==> config.mk <==
export PLATFORM = sky130hd
export DESIGN_NAME = sine_note_sequencer
export DESIGN_NICKNAME = d
export VERILOG_FILES = /design/src/rtl/sns_pkg.sv /design/src/rtl/sine_note_sequencer.sv
export SDC_FILE = /design/constraint.sdc
export NUM_CORES = 2
export LEC_CHECK = 0
export ABC_AREA = 1
export BUFFER_PORTS_ARGS = -buffer_cell sky130_fd_sc_hd__buf_2
export CAP_MARGIN = 20
export CORE_MARGIN = 2
export CORE_UTILIZATION = 50
export DETAILED_ROUTE_END_ITERATION = 12
export PLACE_DENSITY = 0.73
export SKIP_CTS_REPAIR_TIMING = 1
export SLEW_MARGIN = 30
export SYNTH_ARGS = -nofsm -noshare
export SYNTH_HDL_FRONTEND = slang
export SYNTH_SLANG_ARGS = --single-unit
export TNS_END_PERCENT = 30
==> constraint.sdc <==
create_clock -name clk_i -period 20.5 [get_ports clk_i]
set_input_delay 3.075 -clock clk_i [delete_from_list [all_inputs] [get_ports clk_i]]
set_output_delay 3.075 -clock clk_i [all_outputs]
set_load 0.01 [all_outputs]
==> src/rtl/sns_pkg.sv <==
package sns_pkg;

  localparam int unsigned NOTE_SLOTS      = 5;
  localparam int unsigned SINE_TABLE_BITS = 10;
  localparam int unsigned PHASE_BITS      = 24;

  localparam int unsigned QUARTER_BITS = SINE_TABLE_BITS - 2;
  localparam int unsigned QUARTER_SIZE = 1 << QUARTER_BITS;

  // Note word layout: increment in the low field, duration in the high field
  localparam int unsigned INC_W  = 24;
  localparam int unsigned DUR_W  = 24;
  localparam int unsigned WORD_W = INC_W + DUR_W;

  localparam int unsigned AMP_W    = 15;
  localparam int unsigned MAG_W    = 15;
  localparam int unsigned SAMPLE_W = 16;
  localparam int unsigned NOTE_W   = 3;
  localparam int unsigned POS_W    = 4;
  localparam int unsigned INDEX_W  = 32;

  localparam logic [AMP_W-1:0] AMP_RESET = AMP_W'(8192);

  // Configuration map: note words first, then count and gain, 8-byte stride
  localparam int unsigned CFG_REGS   = NOTE_SLOTS + 2;
  localparam int unsigned CFG_IDX_W  = $clog2(CFG_REGS);
  localparam int unsigned CFG_ADDR_W = CFG_IDX_W + 3;
  localparam int unsigned CFG_DATA_W = 64;

  localparam logic [CFG_IDX_W-1:0] CFG_NOTES_IN_USE = CFG_IDX_W'(NOTE_SLOTS);
  localparam logic [CFG_IDX_W-1:0] CFG_AMPLITUDE    = CFG_IDX_W'(NOTE_SLOTS + 1);

  // Odd Taylor coefficients of sin(pi/2 * x), Q30
  localparam logic [63:0] C1 = 64'd1686629713;
  localparam logic [63:0] C3 = 64'd693598669;
  localparam logic [63:0] C5 = 64'd85569306;
  localparam logic [63:0] C7 = 64'd5026995;
  localparam logic [63:0] C9 = 64'd172273;

  typedef logic [MAG_W-1:0] rom_t [QUARTER_SIZE];

  // Evaluated at elaboration only: quarter-wave entry k in Q15, saturated
  function automatic logic [MAG_W-1:0] quarter_sine(int unsigned k);
    logic [63:0] x;
    logic [63:0] x2;
    logic [63:0] acc;
    logic [63:0] v;
    x   = 64'(k) << (30 - QUARTER_BITS);
    x2  = (x * x) >> 30;
    acc = C7 - ((x2 * C9) >> 30);
    acc = C5 - ((x2 * acc) >> 30);
    acc = C3 - ((x2 * acc) >> 30);
    acc = C1 - ((x2 * acc) >> 30);
    acc = (x * acc) >> 30;
    v   = (acc * 64'd32767 + (64'd1 << 29)) >> 30;
    if (v > 64'd32767) begin
      v = 64'd32767;
    end
    return v[MAG_W-1:0];
  endfunction

  function automatic rom_t build_rom();
    rom_t rom;
    for (int unsigned i = 0; i < QUARTER_SIZE; i++) begin
      rom[i] = quarter_sine(i);
    end
    return rom;
  endfunction

endpackage

==> src/rtl/sine_note_sequencer.sv <==
// Processing: an accepted tick passes through the phase, lookup, scale and
// finish states (straight to finish when the melody is already done); the word
// is then registered on the output and held until taken. A new tick is refused
// until the word is in the output register; a single 24x24 multiplier is shared
// by the phase product and the gain product, and the block is busy while it iterates.
// Reset: asynchronous, active low; sample index, note position and note start
// clear, note words and count clear, gain returns to 0.25 full scale.
module sine_note_sequencer
  import sns_pkg::*;
(
  input  logic                  clk_i,
  input  logic                  rst_ni,
  // tick channel
  input  logic                  in_valid_i,
  output logic                  in_stall_o,
  input  logic                  restart_i,
  // sample channel
  output logic                  out_valid_o,
  input  logic                  out_stall_i,
  output logic [SAMPLE_W-1:0]   sample_out_o,
  output logic [NOTE_W-1:0]     playing_note_o,
  output logic                  done_res_o,
  // configuration port
  input  logic                  psel,
  input  logic                  penable,
  input  logic                  pwrite,
  input  logic [CFG_ADDR_W-1:0] paddr,
  input  logic [CFG_DATA_W-1:0] pwdata,
  output logic [CFG_DATA_W-1:0] prdata,
  output logic                  pready
);

  localparam int unsigned MUL_W = PHASE_BITS + INC_W;
  localparam rom_t SineRom = build_rom();
  localparam logic [MAG_W-1:0] SinePeak = quarter_sine(QUARTER_SIZE);
  localparam logic [QUARTER_BITS:0] QuarterSize = (QUARTER_BITS+1)'(QUARTER_SIZE);
  localparam logic [POS_W-1:0] SlotCount = POS_W'(NOTE_SLOTS);

  typedef enum logic [2:0] {
    ST_IDLE,
    ST_PHASE,
    ST_LOOKUP,
    ST_SCALE,
    ST_FINISH
  } state_e;

  // ---------------------------------------------------------------------------
  // Configuration registers. Software writes them only while the sequencer is
  // idle (a rule for the user; the block does not enforce it); a write takes effect at the access edge.
  // ---------------------------------------------------------------------------
  logic [WORD_W-1:0]    note_words_q [NOTE_SLOTS];
  logic [NOTE_W-1:0]    notes_in_use_q;
  logic [AMP_W-1:0]     amp_q;
  logic [CFG_IDX_W-1:0] cfg_idx;
  logic                 cfg_wr;

  assign pready  = 1'b1;
  assign cfg_idx = paddr[CFG_ADDR_W-1:3];
  assign cfg_wr  = psel && penable && pwrite && pready;

  always_ff @(posedge clk_i or negedge rst_ni) begin
    if (!rst_ni) begin
      for (int unsigned i = 0; i < NOTE_SLOTS; i++) begin
        note_words_q[i] <= '0;
      end
      notes_in_use_q <= '0;
      amp_q          <= AMP_RESET;
    end else if (cfg_wr) begin
      for (int unsigned i = 0; i < NOTE_SLOTS; i++) begin
        if (cfg_idx == CFG_IDX_W'(i)) begin
          note_words_q[i] <= pwdata[WORD_W-1:0];
        end
      end
      if (cfg_idx == CFG_NOTES_IN_USE) begin
        notes_in_use_q <= pwdata[NOTE_W-1:0];
      end
      if (cfg_idx == CFG_AMPLITUDE) begin
        amp_q <= pwdata[AMP_W-1:0];
      end
    end
  end

  // Read back; addresses past the list read zero
  always_comb begin
    prdata = '0;
    for (int unsigned i = 0; i < NOTE_SLOTS; i++) begin
      if (cfg_idx == CFG_IDX_W'(i)) begin
        prdata = CFG_DATA_W'(note_words_q[i]);
      end
    end
    if (cfg_idx == CFG_NOTES_IN_USE) begin
      prdata = CFG_DATA_W'(notes_in_use_q);
    end
    if (cfg_idx == CFG_AMPLITUDE) begin
      prdata = CFG_DATA_W'(amp_q);
    end
  end

  // ---------------------------------------------------------------------------
  // Tick acceptance: resolve restart, pick the note, decide the advance.
  // Melody state moves at acceptance; the sample is built from the values
  // captured here.
  // ---------------------------------------------------------------------------
  state_e               state_q;
  logic [INDEX_W-1:0]   sample_index_q;
  logic [POS_W-1:0]     note_pos_q;
  logic [INDEX_W-1:0]   note_start_q;

  logic [PHASE_BITS-1:0] sidx_lo_q;
  logic [INC_W-1:0]      inc_q;
  logic [POS_W-1:0]      shown_q;
  logic                  done_q;
  logic [MUL_W-1:0]      prod_q;
  logic [MAG_W-1:0]      mag_q;
  logic                  neg_q;

  logic                  out_valid_q;
  logic [SAMPLE_W-1:0]   sample_q;
  logic [NOTE_W-1:0]     note_out_q;
  logic                  done_out_q;

  logic                  in_accept;
  logic [POS_W-1:0]      count;
  logic [INDEX_W-1:0]    sidx_cur;
  logic [POS_W-1:0]      pos_cur;
  logic [INDEX_W-1:0]    start_cur;
  logic                  done_cur;
  logic [WORD_W-1:0]     word_cur;
  logic [INDEX_W-1:0]    elapsed;
  logic                  advance;

  assign in_stall_o = (state_q != ST_IDLE);
  assign in_accept  = in_valid_i && !in_stall_o;

  // A count above the slot number saturates
  assign count = (POS_W'(notes_in_use_q) > SlotCount) ? SlotCount
                                                       : POS_W'(notes_in_use_q);

  assign sidx_cur  = restart_i ? '0 : sample_index_q;
  assign pos_cur   = restart_i ? '0 : note_pos_q;
  assign start_cur = restart_i ? '0 : note_start_q;
  assign done_cur  = (pos_cur >= count);

  always_comb begin
    word_cur = '0;
    for (int unsigned i = 0; i < NOTE_SLOTS; i++) begin
      if (pos_cur == POS_W'(i)) begin
        word_cur = note_words_q[i];
      end
    end
  end

  // Elapsed count wraps with the index; a note ends once it exceeds duration
  assign elapsed = sidx_cur - start_cur;
  assign advance = !done_cur &&
                   (elapsed > INDEX_W'(word_cur[INC_W +: DUR_W]));

  // ---------------------------------------------------------------------------
  // Shared multiplier: phase = index * increment, then magnitude * gain
  // ---------------------------------------------------------------------------
  logic [PHASE_BITS-1:0] mul_a;
  logic [INC_W-1:0]      mul_b;
  logic [MUL_W-1:0]      mul_p;

  always_comb begin
    if (state_q == ST_PHASE) begin
      mul_a = sidx_lo_q;
      mul_b = inc_q;
    end else begin
      mul_a = PHASE_BITS'(mag_q);
      mul_b = INC_W'(amp_q);
    end
  end

  assign mul_p = MUL_W'(mul_a) * MUL_W'(mul_b);

  // ---------------------------------------------------------------------------
  // Quarter-wave lookup with quadrant folding
  // ---------------------------------------------------------------------------
  logic [PHASE_BITS-1:0]      phase;
  logic [SINE_TABLE_BITS-1:0] tbl_n;
  logic [1:0]                 quad;
  logic [QUARTER_BITS:0]      qidx;
  logic [MAG_W-1:0]           rom_mag;

  assign phase = prod_q[PHASE_BITS-1:0];
  assign tbl_n = phase[PHASE_BITS-1 -: SINE_TABLE_BITS];
  assign quad  = tbl_n[SINE_TABLE_BITS-1 -: 2];
  assign qidx  = quad[0] ? (QuarterSize - {1'b0, tbl_n[QUARTER_BITS-1:0]})
                         : {1'b0, tbl_n[QUARTER_BITS-1:0]};
  // Only the quarter point itself sets the top bit
  assign rom_mag = qidx[QUARTER_BITS] ? SinePeak : SineRom[qidx[QUARTER_BITS-1:0]];

  // ---------------------------------------------------------------------------
  // Sample assembly: truncate the gain product, reapply sign, zero when done
  // ---------------------------------------------------------------------------
  logic [MAG_W-1:0]    scaled;
  logic [SAMPLE_W-1:0] sample_d;
  logic                out_free;

  assign scaled   = prod_q[15 +: MAG_W];
  assign sample_d = done_q ? '0
                  : neg_q ? SAMPLE_W'(-{1'b0, scaled})
                          : {1'b0, scaled};
  assign out_free = !out_valid_q || !out_stall_i;

  always_ff @(posedge clk_i or negedge rst_ni) begin
    if (!rst_ni) begin
      state_q        <= ST_IDLE;
      sample_index_q <= '0;
      note_pos_q     <= '0;
      note_start_q   <= '0;
      out_valid_q    <= 1'b0;
      sidx_lo_q      <= '0;
      inc_q          <= '0;
      shown_q        <= '0;
      done_q         <= 1'b0;
      prod_q         <= '0;
      mag_q          <= '0;
      neg_q          <= 1'b0;
      sample_q       <= '0;
      note_out_q     <= '0;
      done_out_q     <= 1'b0;
    end else begin
      // drop the output word once the sink takes it, unless a new one replaces it
      if (out_valid_q && !out_stall_i && (state_q != ST_FINISH)) begin
        out_valid_q <= 1'b0;
      end
      unique case (state_q)
        ST_IDLE: begin
          if (in_accept) begin
            sidx_lo_q      <= sidx_cur[PHASE_BITS-1:0];
            inc_q          <= word_cur[INC_W-1:0];
            shown_q        <= pos_cur;
            done_q         <= done_cur;
            sample_index_q <= sidx_cur + INDEX_W'(1);
            if (advance) begin
              note_pos_q   <= pos_cur + POS_W'(1);
              note_start_q <= sidx_cur;
            end else begin
              note_pos_q   <= pos_cur;
              note_start_q <= start_cur;
            end
            state_q <= done_cur ? ST_FINISH : ST_PHASE;
          end
        end
        ST_PHASE: begin
          prod_q  <= mul_p;
          state_q <= ST_LOOKUP;
        end
        ST_LOOKUP: begin
          mag_q   <= rom_mag;
          neg_q   <= quad[1];
          state_q <= ST_SCALE;
        end
        ST_SCALE: begin
          prod_q  <= mul_p;
          state_q <= ST_FINISH;
        end
        ST_FINISH: begin
          // hold until the output register is free
          if (out_free) begin
            out_valid_q <= 1'b1;
            sample_q    <= sample_d;
            note_out_q  <= shown_q[NOTE_W-1:0];
            done_out_q  <= done_q;
            state_q     <= ST_IDLE;
          end
        end
        default: state_q <= ST_IDLE;
      endcase
    end
  end

  assign out_valid_o    = out_valid_q;
  assign sample_out_o   = sample_q;
  assign playing_note_o = note_out_q;
  assign done_res_o     = done_out_q;

endmodule

==> Word level (Yosys, flattened, before mapping) <==
Memory sizes are Yosys's and may differ from the RTL's.
Index checks and enable logic that the tools add are counted.
Widths: inputs -> output; s select.
{ "op_classes": {"reduce_logical": 26, "addsub": 5, "eq_ne": 17, "bitwise_logic": 1, "order_cmp": 4, "muxes": 33, "mul": 1} }
{ "op_table": {"columns": ["cell", "n"], "rows": [
  ["$mux 64", 6],
  ["$mux 48", 6],
  ["$mux 32", 3],
  ["$mux 24", 2],
  ["$mux 15", 3],
  ["$add 32x1->32 const B", 1],
  ["$gt 32x24->1", 1],
  ["$mux 16", 2],
  ["$sub 32x32->32", 1],
  ["$mul 24x24->30", 1],
  ["$reduce_and 2->1", 10],
  ["$neg 15->16", 1],
  ["$pmux 3 s5", 1],
  ["$eq 3x2->1 const B", 4],
  ["$eq 3x3->1 const B", 4],
  ["$mux 3", 4],
  ["$ge 9x9->1 const B", 1],
  ["$mux 9", 1],
  ["$not 8->9", 1],
  ["$sub 9x8->9 const A", 1],
  ["$eq 4x2->1 const B", 2],
  ["$mux 4", 2],
  ["$eq 3x1->1 const B", 2],
  ["$logic_and 1x1->1", 6],
  ["14 further kinds", 21]
]} }
{ "totals": {"inputBits": 78, "mem_bits_ro": 3840, "reg_bits": 448, "output_inout_bits": 87, "mem_count": 1, "elab_cells": 110} }
{ "mem_list": {"columns": ["name", "words", "word_bits", "rd", "rd_clocked_by_memory_dff", "write_ports", "line_no", "rtl"], "rows": [
  ["(name not given)", 256, 15, 1, 0, 0, "sine_note_sequencer.sv:192", "assign rom_mag = qidx[QUARTER_BITS] ? SinePeak : SineRom[qidx[QUARTER_BITS-1:0]];"]
]} }

==> Depth between registers and ports, before layout <==
{ "depth": {"ltp_word": 10, "mapped_depth": 37} }

==> Least setup slack after synthesis <==
Ideal clock, no wire load.
{ "synth_path": {"kind": "input port to flip-flop", "from": "input port restart_i", "to": "register note_start_q[25]", "stages": 35, "required_time_ps": 20383, "t_arrival_ps": 7434, "slack_ps": 12949, "cell_sequence": "buf_2 > inv_1 > buf_2 > clkbuf_1 > clkbuf_1 > buf_1 > nand2_1 > fa_1 > nand3_1 > nand2_1 > nand2_1 > nand2_1 > nand2_1 > nand2_1 > nand2_1 > nand2_1 > nand2_1 > nand2_1 > a21oi_1 > xnor2_1 > ha_1 > nand2_1 > inv_1 > nand3_1 > nor3_1 > nand4_1 > nand2_1 > nand3_1 > nor2_1 > nand4_2 > nand2_2 > buf_4 > nand2_1 > nand2_1 > nand2_1"} }
{ "synth_between": {"elab_chain_len": 10, "elab_cells_between_ends": 19, "cone_classes": "add/sub (1); order compare (2); eq/ne (4); mux (9); reduce/logical (3)"} }
{ "synth_rtl": {"columns": ["element", "line_no", "rtl"], "rows": [
  ["from (decl)", "sine_note_sequencer.sv:16", "input logic restart_i,"],
  ["branches (longest 9 deep; another with $sub 32x32->32)", null, null],
  ["$mux 32 *", "sine_note_sequencer.sv:237", "if (advance) begin"],
  ["to (signal assigned)", "sine_note_sequencer.sv:239", "note_start_q <= sidx_cur;"],
  ["to (signal assigned)", "sine_note_sequencer.sv:242", "note_start_q <= start_cur;"],
  ["to (decl)", "sine_note_sequencer.sv:107", "logic [INDEX_W-1:0] note_start_q;"]
]} }
Mark *: on every way between the ends.
A chain may end at the register's enable or synchronous reset.

==> Worst setup path after layout <==
{ "layout_path": {"from": "input port restart_i", "to": "register note_start_q[6]"} }
The elaborated chain is that of the path after synthesis.

==> impl_results.md <==
* Outcome: completed
* DRC violations left at 0
* Total GRT Usage at 33.19%
* Crit path launch type: input pin
* Cells on worst reg2reg path at 26
* RD Place Congestion at 1.037
* Die height at 290.6 um
* Worst R2R Setup Slack at 11.98 ns
* Crit path required time at 21.01 ns
* Number of global-route vias before repair at 37980
* Initial antenna violation count at 11
* Fin crit period at slightly below 9 ns
* Ys flop type: dfrtp_1
* Initial core utilization at 50.26%
* Total gr overflow at 0
* Area Overhead vs Synth at 8.384%
* Core area at 81720 um2
* Syn Std Cell Area at 41070 um2
* Via density at 5.685
* Post-synth EDFFs at 0
* Worst-path maximum fanout at 39
* Hold Crit Depth at 2
* DR vias at between 30000 and 40000
* Netlist cell types at 71
* # rows at 105
* Post-route ant nets at 0
* Dpl hpwl at 102500 um
* Fin Setup TNS at 0 ns
* Drt pass-1 iters at 6
* Port Buf Inserts at 128
* HP Start: sample_out_o[8]
* RR Startpoint: state_q[1]
* Worst slew pin tran at 1.050 ns
* Root buffer cell: clkbuf_16
* Slew HR at between 20 and 30%
* Worst Hold Class: reg2reg
* Synth top area cells: dfrtp_1, fa_1, nand2_1
* Number of max-cap violations at 0
* Top cells by count, synth: nand2_1, inv_1, nor2_1, o21ai_0, dfrtp_1
* Post-Synthesis Cells at 5744
* Clock sinks at 434
* RSZ-0062 raised after global routing: false
* IO Pins at 165
* Nets@finish at 6329
* Share of layout cells above drive strength 1 at 6.246%
* Final worst-path cycle share at 43.28%
* FF+latch count, synth at 434
* Max-slew violations at 0
* TritonCTS clock tree: yes
* Yosys warnings at 0
* Fin. Hold Viols at 0
* Total die area at 84450 um2
* First-pass GRT wire length at ~220000 um
* Die Wd at around 290 um
* Fmax at 0.1127 GHz
* Syn avg cell area at 7.150 um2
* Asr flop ratio synth at 100.0%
* Final Skew at 0.06325 ns
* Filler Cell Count at around 7900
* WL final at 141100 um
* Clock-pin slew on the worst setup and hold paths at about 0.06 ns
* Largest net degree at the start of global routing at 185
* Maximum root-to-sink buffer count at 3
* CTS Buf Count at 51
* Setup CP Type: in2reg
* H-tree lvl count at 2
* End of the worst register-to-register path: prod_q[23]
* Avg WL per Cell at 20.59 um
* Seq/Total Area, Yosys at a little over a quarter
* Setup-failing EPs final at 0
* Synth area leader: dfrtp_1
* Clk_lat worst skew at slightly above 0.6 ns
* Most frequent cell after synthesis: nand2_1
* DRT iter0 DRCs at 3933
* Top-area cell type share of the netlist area at 26.38%
* Critical path arrival at 9.38 ns
* Crit. End Element: flip-flop
* Hold path endpoint: sample_out_o[8]
-- cell families after synthesis --
| family | share of synthesized area [%] |
|---|---|
| other | 0.01829 |
| AND/OR/NAND/NOR | 24.46 |
| adder cells (fa/ha/maj) | 21.70 |
| flip-flops | 26.45 |
| buffers and inverters | 11.85 |
| XOR/XNOR | 1.596 |
| AO/OA/AOI/OAI | 13.93 |
-- stage by stage --
| stage | instance area (um2) | util, % | cells | hold slack [ns] | setup WS [ns] |
|---|---|---|---|---|---|
| final | 44510 | 54.47 | 6853 | 0.4762 | 11.63 |
| after global placement | 42530 | 52.05 | 6752 | 0.4647 | 11.06 |
| after floorplan | 41130 | - | 5759 | 0.4494 | 12.95 |
| after CTS | 44410 | 54.35 | 6847 | 0.4847 | 11.69 |
| after detailed placement | 42560 | 52.08 | 6752 | 0.4701 | 11.07 |
| after global routing | 44510 | 54.47 | 6852 | 0.5040 | 11.40 |
-- critical path: stages --
cell	delay, ns
buf_2	0.47
inv_2	0.11
nand2_1	0.17
ha_1	0.16
inv_1	0.06
nor3_1	0.69
clkinv_1	0.86
buf_4	0.54
o21ai_0	0.15
o22ai_1	0.24
ha_1	0.37
nand2_1	0.07
inv_1	0.05
nand3_1	0.07
nor3_1	0.38
nand4_1	0.21
nand2_1	0.12
nand3_1	0.11
nor2_1	0.15
nand4_2	0.08
buf_4	0.27
nand2_2	0.61
nand2_1	0.14
nand2_1	0.09
nand2_1	0.05
-- flip-flops by register name, indices dropped and copies added (netlist names) --
signal / cells
done_res_o: 1
playing_note_o: 3
sample_out_o: 16
done_q: 1
prod_q: 16
notes_in_use_q: 3
mag_q: 15
shown_q: 3
amp_q: 15
state_q: 3
note_words_q: 240
out_valid_o: 1
inc_q: 24
note_pos_q: 4
sample_index_q: 32
note_start_q: 32
neg_q: 1
sidx_lo_q: 24
-- worst max-delay path by stage --
stage | startpoint | end | slack [ns]
2_1_floorplan | restart_i | note_start_q[25] | 12.95
3_3_place_gp | restart_i | note_start_q[30] | 11.06
3_5_place_dp | restart_i | note_start_q[4] | 11.07
4_1_cts | restart_i | note_start_q[2] | 11.69
5_1_grt | restart_i | note_start_q[5] | 11.40
6_report | restart_i | note_start_q[6] | 11.63
-- layout by cell type, fill, tap and decap left out, types with 10 or more instances in the layout --
master / n
a211oi_1: 24
a21oi_1: 177
a21oi_2: 10
a221oi_1: 10
a311oi_1: 12
a31oi_1: 19
buf_2: 127
buf_4: 48
clkbuf_16: 52
conb_1: 17
dfrtp_1: 433
fa_1: 332
ha_1: 181
inv_1: 982
inv_2: 12
nand2_1: 1426
nand2_2: 13
nand3_1: 289
nand3b_1: 19
nand4_1: 38
nor2_1: 571
nor2_2: 12
nor2_4: 12
nor3_1: 33
nor4_1: 10
o2111ai_1: 10
o211ai_1: 46
o21ai_0: 559
o21ai_1: 12
o21bai_1: 10
o22ai_1: 52
xnor2_1: 31
xor2_1: 42
-- routing by layer --
metal  GRT usage [%]  wire, um  vias to the layer above
met5               0        83                        -
met4           18.12      8398                       12
met3           5.980     12890                      396
met2           52.29     63710                     1863
met1           43.49     56020                    18680
li1                -         -                    18010
-- final cells by class --
cell class,instances,area [um2],share of cell area [%]
Antenna cell,3,7.507,0.01686
Clock buffer,70,1459,3.277
Clock inverter,25,397.9,0.8938
Inverter,1002,3761,8.449
Multi-Input combinational cell,4065,25540,57.37
Sequential cell,434,10860,24.40
Tap cell,1070,1339,3.008
Timing Repair Buffer,184,1151,2.586
Power is left out: the tool's default activity adds up to more than one toggle a clock period on the data nets, which glitch-free logic cannot reach.
